[src/hdl/u8d_pkg.sv]
package u8d_pkg;

  // Byte classes and limits of the UTF-8 rules.
  localparam logic [7:0] ASCII_LIMIT = 8'h80;
  localparam logic [7:0] LEAD_MIN = 8'hc2;
  localparam logic [7:0] LEAD_MAX = 8'hf4;
  localparam logic [7:0] LEAD_THREE = 8'he0;
  localparam logic [7:0] LEAD_FOUR = 8'hf0;
  localparam logic [7:0] LEAD_SURROGATE = 8'hed;
  localparam logic [7:0] CONT_MASK = 8'hc0;
  localparam logic [7:0] CONT_TAG = 8'h80;

  localparam logic [20:0] MIN_THREE = 21'h000800;
  localparam logic [20:0] SURROGATE_BASE = 21'h00d800;
  localparam logic [20:0] MIN_FOUR = 21'h010000;
  localparam logic [20:0] MAX_SCALAR = 21'h10ffff;

  localparam logic [2:0] LEN_ONE = 3'd1;
  localparam logic [2:0] LEN_TWO = 3'd2;
  localparam logic [2:0] LEN_THREE = 3'd3;
  localparam logic [2:0] LEN_FOUR = 3'd4;

  typedef struct packed {
    logic [7:0] data_byte;
    logic       buffer_last;
  } in_t;

  typedef struct packed {
    logic [20:0] code_point;
    logic [2:0]  seq_length;
    logic        decode_error;
    logic        at_buffer_end;
  } out_t;

  // Outcome of one decode step: whether a result is produced, and the result.
  typedef struct packed {
    logic emit;
    out_t item;
  } step_t;

endpackage

[src/hdl/utf8_validating_decoder.sv]
// UTF-8 validating decoder. Bytes of a buffer arrive one per request on the
// input channel, with buffer_last marking the final byte of each buffer. Each
// completed code point yields one result holding the scalar value and its
// length of one to four bytes; continuation bytes in the middle of a sequence
// yield none. Malformed input (a bad lead byte, a missing continuation byte,
// a sequence cut short by the end of the buffer, a surrogate, an overlong
// three-byte form or a four-byte value outside 0x10000..0x10FFFF) yields one
// error result with code_point and seq_length at zero, after which the
// remaining bytes of that buffer are dropped without results; the next buffer
// starts clean. The block sustains one byte per clock while the output side
// keeps up: a byte is captured in an input register and decoded from there
// into the result register, which presents its result to the output side.
// Throughput is set by the single decode step that updates the sequence state
// once per byte; it drops only while a result waits in the result register
// and the output side stalls.
module utf8_validating_decoder (
  input  logic          clk,
  input  logic          rst,
  input  logic          in_valid,
  output logic          in_ready,
  input  u8d_pkg::in_t  in_data,
  output logic          out_valid,
  input  logic          out_ready,
  output u8d_pkg::out_t out_data
);

  // Input register stage.
  logic         stage_valid;
  u8d_pkg::in_t stage_data;

  u8d_pkg::step_t step;
  logic           advance;
  logic           out_free;

  // The result register can take a new result when empty or being drained.
  assign out_free = !out_valid || out_ready;

  // The staged byte is decoded when its result, if any, has somewhere to go.
  assign advance = stage_valid && (out_free || !step.emit);

  assign in_ready = !stage_valid || advance;

  u8d_decode u_decode (
    .clk     (clk),
    .rst     (rst),
    .advance (advance),
    .item    (stage_data),
    .step    (step)
  );

  always_ff @(posedge clk) begin
    if (rst) begin
      stage_valid <= 1'b0;
    end else if (in_ready) begin
      stage_valid <= in_valid;
    end
  end

  always_ff @(posedge clk) begin
    if (in_valid && in_ready) begin
      stage_data <= in_data;
    end
  end

  always_ff @(posedge clk) begin
    if (rst) begin
      out_valid <= 1'b0;
    end else if (out_free) begin
      out_valid <= advance && step.emit;
    end
  end

  always_ff @(posedge clk) begin
    if (out_free && advance && step.emit) begin
      out_data <= step.item;
    end
  end

endmodule

[src/hdl/u8d_decode.sv]
module u8d_decode (
  input  logic          clk,
  input  logic          rst,
  input  logic          advance,
  input  u8d_pkg::in_t  item,
  output u8d_pkg::step_t step
);

  logic [7:0]  lead_value;
  logic [20:0] bits_gathered;
  logic [1:0]  bytes_remaining;
  logic [2:0]  seq_total;
  logic        faulted;

  logic [7:0]  lead_value_next;
  logic [20:0] bits_gathered_next;
  logic [1:0]  bytes_remaining_next;
  logic [2:0]  seq_total_next;
  logic        faulted_next;

  logic [7:0]  b;
  logic        last;
  logic        do_fail;
  logic        go_idle;
  logic [20:0] gathered;
  logic [1:0]  remaining_dec;
  logic        bad_value;

  assign b = item.data_byte;
  assign last = item.buffer_last;
  assign gathered = {bits_gathered[14:0], b[5:0]};
  assign remaining_dec = bytes_remaining - 2'd1;

  always_comb begin
    bad_value = 1'b0;
    if (seq_total == u8d_pkg::LEN_THREE) begin
      if (gathered < u8d_pkg::MIN_THREE) bad_value = 1'b1;
      if (lead_value == u8d_pkg::LEAD_SURROGATE && gathered >= u8d_pkg::SURROGATE_BASE)
        bad_value = 1'b1;
    end else if (seq_total == u8d_pkg::LEN_FOUR) begin
      if (gathered < u8d_pkg::MIN_FOUR || gathered > u8d_pkg::MAX_SCALAR) bad_value = 1'b1;
    end
  end

  always_comb begin
    lead_value_next = lead_value;
    bits_gathered_next = bits_gathered;
    bytes_remaining_next = bytes_remaining;
    seq_total_next = seq_total;
    faulted_next = faulted;
    do_fail = 1'b0;
    go_idle = 1'b0;
    step = '0;
    step.item.at_buffer_end = last;

    if (faulted) begin
      // Discarding after an error; the buffer's last byte ends it silently.
      if (last) begin
        faulted_next = 1'b0;
        go_idle = 1'b1;
      end
    end else if (bytes_remaining == 2'd0) begin
      if (b < u8d_pkg::ASCII_LIMIT) begin
        step.emit = 1'b1;
        step.item.code_point = {13'd0, b};
        step.item.seq_length = u8d_pkg::LEN_ONE;
      end else if (!(b inside {[u8d_pkg::LEAD_MIN:u8d_pkg::LEAD_MAX]})) begin
        do_fail = 1'b1;
      end else begin
        lead_value_next = b;
        if (b < u8d_pkg::LEAD_THREE) begin
          seq_total_next = u8d_pkg::LEN_TWO;
          bytes_remaining_next = 2'd1;
          bits_gathered_next = {16'd0, b[4:0]};
        end else if (b < u8d_pkg::LEAD_FOUR) begin
          seq_total_next = u8d_pkg::LEN_THREE;
          bytes_remaining_next = 2'd2;
          bits_gathered_next = {17'd0, b[3:0]};
        end else begin
          seq_total_next = u8d_pkg::LEN_FOUR;
          bytes_remaining_next = 2'd3;
          bits_gathered_next = {18'd0, b[2:0]};
        end
        if (last) do_fail = 1'b1;
      end
    end else if ((b & u8d_pkg::CONT_MASK) != u8d_pkg::CONT_TAG) begin
      do_fail = 1'b1;
    end else if (remaining_dec != 2'd0) begin
      bits_gathered_next = gathered;
      bytes_remaining_next = remaining_dec;
      if (last) do_fail = 1'b1;
    end else if (bad_value) begin
      do_fail = 1'b1;
    end else begin
      go_idle = 1'b1;
      step.emit = 1'b1;
      step.item.code_point = gathered;
      step.item.seq_length = seq_total;
    end

    if (do_fail) begin
      go_idle = 1'b1;
      faulted_next = !last;
      step.emit = 1'b1;
      step.item.code_point = '0;
      step.item.seq_length = '0;
      step.item.decode_error = 1'b1;
    end

    if (go_idle) begin
      lead_value_next = '0;
      bits_gathered_next = '0;
      bytes_remaining_next = '0;
      seq_total_next = '0;
    end
  end

  always_ff @(posedge clk) begin
    if (rst) begin
      lead_value <= '0;
      bits_gathered <= '0;
      bytes_remaining <= '0;
      seq_total <= '0;
      faulted <= 1'b0;
    end else if (advance) begin
      lead_value <= lead_value_next;
      bits_gathered <= bits_gathered_next;
      bytes_remaining <= bytes_remaining_next;
      seq_total <= seq_total_next;
      faulted <= faulted_next;
    end
  end

endmodule

[config.mk]
export PLATFORM = sky130hd
export DESIGN_NAME = utf8_validating_decoder
export DESIGN_NICKNAME = d
export VERILOG_FILES = /design/src/hdl/u8d_pkg.sv /design/src/hdl/utf8_validating_decoder.sv /design/src/hdl/u8d_decode.sv
export SDC_FILE = /design/constraint.sdc
export NUM_CORES = 1
export LEC_CHECK = 0
export BUFFER_PORTS_ARGS = -buffer_cell sky130_fd_sc_hd__buf_2
export CAP_MARGIN = 25
export CORE_ASPECT_RATIO = 0.6
export CORE_MARGIN = 5
export CORE_UTILIZATION = 56
export DETAILED_ROUTE_END_ITERATION = 6
export PLACE_DENSITY = 0.77
export SYNTH_ARGS = -nofsm -noshare
export SYNTH_HDL_FRONTEND = slang
export SYNTH_SLANG_ARGS = --single-unit
[constraint.sdc]
create_clock -name clk -period 4.25 [get_ports clk]
set_input_delay 0.6375 -clock clk [delete_from_list [all_inputs] [get_ports clk]]
set_output_delay 0.6375 -clock clk [all_outputs]
set_load 0.005 [all_outputs]
==> results of run 1 <==
Yosys cell counts, drive strengths merged, types with 2 or more instances:
library cell,count
a32o,4
nor3,5
nor3b,7
inv,4
nand2,28
mux2i,10
a21o,4
and3,4
a21oi,6
a31oi,3
dfxtp,31
nand4b,2
o21ai,4
buf,4
nand3b,2
clkbuf,5
nor2,10
edfxtp,35
nor4,3
or4,3
and2,17
a22o,11
o211ai,2
nand3,4
worst max-delay path, delay by kind of cell, from the launching register on:
family | cells | cell delay [ps]
AOI/OAI and AO/OA | 2 | 570
buffers and inverters | 1 | 170
DFF | 1 | 470
and+or+nand+nor | 2 | 710
cells in the final DEF (no fill, tap or decap), types with 4 or more instances in the layout:
master and instances:
inv_1 4, and2_1 17, a32o_1 4, edfxtp_1 35
a21o_1 4, a21oi_1 4, buf_2 41, nand2_1 27
nor3_1 5, clkbuf_8 10, mux2i_1 10, nor3b_1 7
nand3_1 4, a22o_1 10, and3_1 4, nor2_1 9
dfxtp_1 31
cells by family after synthesis:
kind of cell | Yosys count | share of synthesized area, %
and+or+nand+nor | 90 | 18.11
DFF | 66 | 61.74
AOI/OAI and AO/OA | 45 | 14.14
buffers and inverters | 13 | 2.311
muxes | 10 | 3.697
metrics by stage:
stage	utilization, %	instance area [um^2]	hold slack [ps]	worst slack (ps)
after global routing	67.69	3138	450.5	1239
after global placement	63.62	2949	442.1	1558
final	67.69	3138	458.5	1367
after detailed placement	63.62	2949	443.7	1524
after floorplan	-	2708	424.4	1163
after CTS	67.58	3133	451.7	1361
layer usage:
metal | vias up | global-route usage (%)
met3 | 10 | 7.826
li1 | 938 | -
met5 | - | 0
met1 | 890 | 29.14
met4 | 0 | 8.348
met2 | 90 | 25.42
final cells by class:
| cell class | count | area share (%) |
|---|---|---|
| multi-input combinational | 145 | 31.10 |
| clock buffer | 14 | 5.542 |
| tap | 63 | 2.512 |
| inverter | 4 | 0.4785 |
| clock inverter | 2 | 0.3190 |
| timing repair buffer | 42 | 6.778 |
| sequential | 66 | 53.27 |
final timing paths:
path	slack (ps)	to
worst max-delay path	1370	in_ready
worst min-delay path	460	u_decode.lead_value[6]
worst max register to register	1530	out_data[7]
worst min register to register	460	u_decode.lead_value[6]
flip-flops by register name (all words and copies together), names as in the netlist:
| name | count |
|---|---|
| u_decode.bytes_remaining | 2 |
| out_valid | 1 |
| u_decode.lead_value | 8 |
| stage_valid | 1 |
| u_decode.faulted | 1 |
| u_decode.seq_total | 3 |
| out_data | 26 |
| stage_data | 9 |
| u_decode.bits_gathered | 15 |
power by group:
| part | internal [mW] | leakage, nW | switching [mW] |
|---|---|---|---|
| Combinational | 0.0334 | 0.567 | 0.0523 |
| Sequential | 0.694 | 0.592 | 0.0184 |
| Clock | 0.262 | 0.0956 | 0.219 |
| Total | 0.990 | 1.25 | 0.289 |
==> run metrics, run 1 <==
Max IR drop VDD 278.6 uV; antenna viol nets, final 0; Core ar. 0.004636 mm^2; endpoints failing setup 0; synthesized area 0.002708 mm^2; Die Y 63.86 um; hold path depth 1; Initial Util 58.41%; CTS clock-pin slew for the worst setup and hold paths 70 ps; detailed placement HPWL 4.151 mm; final WL 5.633 mm; vias in the first global route 1,818; Pre-antenna DRT Iters 4; RSZ-0062 raised after global routing no; P per Cell Area 407.6 mW/mm^2; M1 wire length 2.738 mm; Synth async-reset ratio 0%; Seq. cell area 0.001672 mm^2; clock root buffer clkbuf_8; Vias 1,928; PostCTS Resize Cnt 0; f_max 346.9 MHz; placer congestion estimate 0.9381; syn avg cell area 12.09 um^2; top cells by area, synth edfxtp_1, dfxtp_1, and2_1; total power 1.279 mW; Layout Nets 281; Clock Skews 8.251 ps; post-CTS setup repair buffer count 0; fin crit period 2883 ps; dpl cells 319; Die Area 0.006371 mm^2; routed len/inst 16.76 um; Setup crit end kind output pin; area occupied by multi-input gates 975.9 um^2; setup TNS 0 ps; Max-Cap Viols 0; clock tree from TritonCTS done; cell taking the most area after synthesis edfxtp_1; row count 19; DR vias/cell 5.738; Slew HR 30.91%; ys flop type edfxtp_1; Max Buffers Root-to-Sink 2; YS warnings 0; Clock Sinks 66; status finished clean; die width 99.77 um; post-synthesis register bit count 66; layout cells sized above 1 24.18%; Non-Filler Instances 336; total track usage 19.76%; Hold Buf Count CTS 0; # fillers 357; R2R Path Start stage_data[2]; Crit Path Max Fanout 8; PortBufs 40; pin count of the biggest net entering global routing 21; Worst path max stage delay 570 ps; Syn Inst Count 224; io pins 41; critical path launch point type flip-flop; first-pass GRT wire length 9.577 mm; highest metal used met4; met3 wire length 596 um; Hold Path Class reg -> reg; Worst Reg-to-Reg Cells 6; sequential share of the synthesized area 61.74%; met2 WL 2.209 mm; Detailed Route Iter0 Violations 184; hold path start u_decode.lead_value[6]; slowest CP cell or4_1; slew at the pin closest to its max-slew limit 1028 ps; Final Cycle Share 67.83%; top-area cell type share of the netlist area 38.82%; post-synth net total 237; area grow syn2layout 15.90%; Hold Vio Cnt, Final 0; fin. max-slew vios 0; antenna violations before repair 0; total CTS buffers 9; ANT cells 0; number of enable flip-flop cells after synthesis 35; Critical path origin stage_data[2]; # H-tree levels 3; unique cell type count in the Yosys netlist 47; Lkg Pwr 1.254 nW; GRT overflow 0; clk_lat worst skew 340 ps; crit-path cells or4_1, o2111ai_2, o22a_4, nand4_1, buf_2; WS Path Type reg -> out; DRC Markers 0; critical path arrival 2250 ps; Worst Path Required 3610 ps
Note: power is estimated with default switching activity, not from simulation.
==> run 2: changes to the inputs <==
--- a/config.mk
+++ b/config.mk
@@ -5,11 +5,12 @@
 export SDC_FILE = /design/constraint.sdc
 export NUM_CORES = 1
 export LEC_CHECK = 0
+export ABC_AREA = 1
 export BUFFER_PORTS_ARGS = -buffer_cell sky130_fd_sc_hd__buf_2
 export CAP_MARGIN = 25
 export CORE_ASPECT_RATIO = 0.6
 export CORE_MARGIN = 5
-export CORE_UTILIZATION = 56
+export CORE_UTILIZATION = 57
 export DETAILED_ROUTE_END_ITERATION = 6
 export PLACE_DENSITY = 0.77
 export SYNTH_ARGS = -nofsm -noshare
==> constraint.sdc (replaced) <==
create_clock -name clk -period 2.9 [get_ports clk]
set_input_delay 0.435 -clock clk [delete_from_list [all_inputs] [get_ports clk]]
set_output_delay 0.435 -clock clk [all_outputs]
set_load 0.005 [all_outputs]
==> run 2 against run 1 <==
Net effect: wire length grew 20%; clock skew grew 1.2 ps; first-iteration DRC count grew 38%; hold slack lost 200 ps; combinational power grew to 4.4 times the previous value; register-to-register slack lost 980 ps; sequential power grew 53%; design area grew 13%; sequential share of layout area shrank 6.2 points; synthesized cell count grew 63%; non-clock buffer count grew 1.
==> run metrics, run 2 <==
status finished clean; Hold Vio Cnt, Final 0 (unchanged); antenna violations before repair 0 (unchanged); most frequent cells in the layout nand2_1, nor2_1, buf_2; fin crit period 2347 ps; Lkg Pwr 1.459 nW (+16%); Sequential Power Share 47.3% (-8.4 points); # fillers 411 (+15%); crit path buf inv count 0 (-1); antenna viol nets, final 0 (unchanged); max reg flops 26 (unchanged); critical path launch point type flip-flop; slew at the pin closest to its max-slew limit 491.5 ps (-536.4 ps); Layout Nets 419 (+49%); Max Buffers Root-to-Sink 2 (unchanged); Synth async-reset ratio 0% (unchanged); ys flop type edfxtp_1; Syn Inst Count 366 (+63%); post-synthesis register bit count 66 (unchanged); Hold Buf Count CTS 0 (unchanged); Die Y 67.18 um (+5.2%); Detailed Route Iter0 Violations 254 (+38%); Die Area 0.007073 mm^2 (+11%); Crit Path Max Fanout 23 (+15); Hold WS 263.2 ps (-195.3 ps); RSZ-0062 raised after global routing no; slowest CP cell dfxtp_1; syn avg cell area 8.485 um^2 (-30%); WS Path Type reg -> reg; row count 20 (+1); # H-tree levels 3 (unchanged); Switch Pwr 0.6498 mW (+120%); Worst path max stage delay 350 ps (-220 ps); Initial Util 59.95% (+1.5 points); number of enable flip-flop cells after synthesis 35 (unchanged); die width 105.3 um (+5.5%); Setup crit end kind flip-flop; total CTS buffers 9 (unchanged); PortBufs 40 (unchanged); clk_lat worst skew 350 ps (about the same); PostCTS Resize Cnt 0 (unchanged); Final Cycle Share 80.92%; unique cell type count in the Yosys netlist 32 (-32%); Vias 2,622 (+36%); Pint 1.649 mW (+67%); endpoints failing setup 0 (unchanged); most common cell after layout, fill and taps aside nand2_1; crit-path cells nor2_1, nand2_1, nor2_2, nand2_1, nand2_1, nand2_1, nand2_2, nand3_4, nand4_4, nand3_4, nand2_2, nand2_1, nand2_1, nor2_1; Slew HR 67.20% (+36 points); pin count of the biggest net entering global routing 25 (+19%); clock root buffer clkbuf_8; detailed placement HPWL 4.880 mm (+18%); Worst path most repeated cell nand2_1; clock tree from TritonCTS done; total track usage 20.84% (+1.1 points); post-CTS setup repair buffer count 0 (unchanged); post-synth net total 379 (+60%); Core ar. 0.005180 mm^2 (+12%); area occupied by multi-input gates 0.001202 mm^2 (+23%); Max-Cap Viols 0 (unchanged); Hold Path Class in -> reg; setup TNS 0 ps (unchanged); GRT overflow 0 (unchanged); io pins 41 (unchanged); top cells by area, synth edfxtp_1, dfxtp_1, nand2_1; critical path arrival 2570 ps (+320 ps); CTS clock-pin slew for the worst setup and hold paths 70 ps (about the same); Synth top cells by count nand2_1, nor2_1, edfxtp_1, inv_1, nand3_1; synthesized area 0.003105 mm^2 (+15%); first-pass GRT wire length 11.27 mm (+18%); DRC Markers 0 (unchanged); Clock Sinks 66 (unchanged); vias in the first global route 2,345 (+29%); YS warnings 0 (unchanged); Clock Power Share 36.4% (-1.2 points); layout cells sized above 1 21.17% (-3.0 points); Top reg by flops out_data; Max IR drop VDD 491.4 uV (+76%); Pre-antenna DRT Iters 5 (+1); sequential share of the synthesized area 53.83% (-7.9 points); ANT cells 0 (unchanged); f_max 426.1 MHz; top-area cell type share of the netlist area 33.84% (-5.0 points); Comb pwr share 16.4% (+9.7 points); routed len/inst 14.21 um (-15%); largest delay contributor family on the critical path simple AND/OR/NAND/NOR gates; Seq. cell area 0.001672 mm^2 (unchanged); area grow syn2layout 14.34%; Worst Path Required 3120 ps (-490 ps); count leader, synth nand2_1; Clock Skews 9.494 ps (+1.243 ps); cell taking the most area after synthesis edfxtp_1; placer congestion estimate 0.8582 (-8.5%); final WL 6.777 mm (+20%); sw frac 28.27% (+5.6 points); P per Cell Area 647.3 mW/mm^2 (+59%); DR vias/cell 5.497 (-4.2%); Regs by FF count out_data (26), u_decode.bits_gathered (15), stage_data (9); fin. max-slew vios 0 (unchanged)
-- run 2: cell count changes after synthesis, moves of 13 or more --
cell	change
nor2_1	+49
nor3_1	+13
and2_1	-17
a21oi_1	+18
inv_1	+31
nand2_1	+51
nand3_1	+30
-- run 2: cell families (layout without fill, tap and decap cells) --
logic type      after synthesis  after routing  synth area share, %
simple gates                215            215                32.11
flops                        66             66                53.83
buf+inv                      55            100                7.816
compound gates               30             30                6.245
-- run 2: per-layer routing --
metal	share of wire (%)	global-route usage [%]	up-vias	wire, um
li1	-	-	1280	-
met1	48	30.50	1180	3275
met2	39	28.57	149	2648
met3	11	6.781	13	754
met4	1.5	7.856	0	99
met5	0	0	-	0
-- run 2: through the flow --
step	total power, mW	setup WS, ps	cell area, um^2	cells	util, %
after floorplan	1.387	377.6	3110	366	-
after global placement	1.469	667.4	3333	461	64.35
after detailed placement	1.476	598.6	3333	461	64.35
after CTS	2.306	582.8	3551	477	68.55
after global routing	2.411	331.3	3551	477	68.55
final	2.298	553.3	3551	477	68.55
-- run 2: path summary, 6_finish.rpt --
path	slack [ps]	from	endpoint	cells after the start
setup / recovery	550	u_decode.bits_gathered[11]	u_decode.bits_gathered[14]	14
hold / removal	260	in_data[5]	stage_data[5]	1
setup reg to reg	550	u_decode.bits_gathered[11]	u_decode.bits_gathered[14]	14
hold reg to reg	470	u_decode.lead_value[4]	u_decode.lead_value[4]	2
-- run 2: final cells by class --
type / instances / share of cell area (%)
inverters: 41 / 4.334
clock buffers: 9 / 3.488
multi-input cells: 245 / 33.86
clock inverters: 7 / 2.643
repair buffers: 43 / 6.272
flip-flops and latches: 66 / 47.08
well taps: 66 / 2.326
-- run 2: power groups by stage --
| stage | logic, mW | clock network, mW | registers [mW] |
|---|---|---|---|
| 4_1_cts | 0.372 | 0.849 | 1.09 |
| 3_5_place_dp | 0.370 | 0 | 1.11 |
| 5_1_grt | 0.421 | 0.896 | 1.09 |
| 3_3_place_gp | 0.365 | 0 | 1.10 |
| 2_1_floorplan | 0.286 | 0 | 1.10 |
| 6_report | 0.376 | 0.836 | 1.09 |
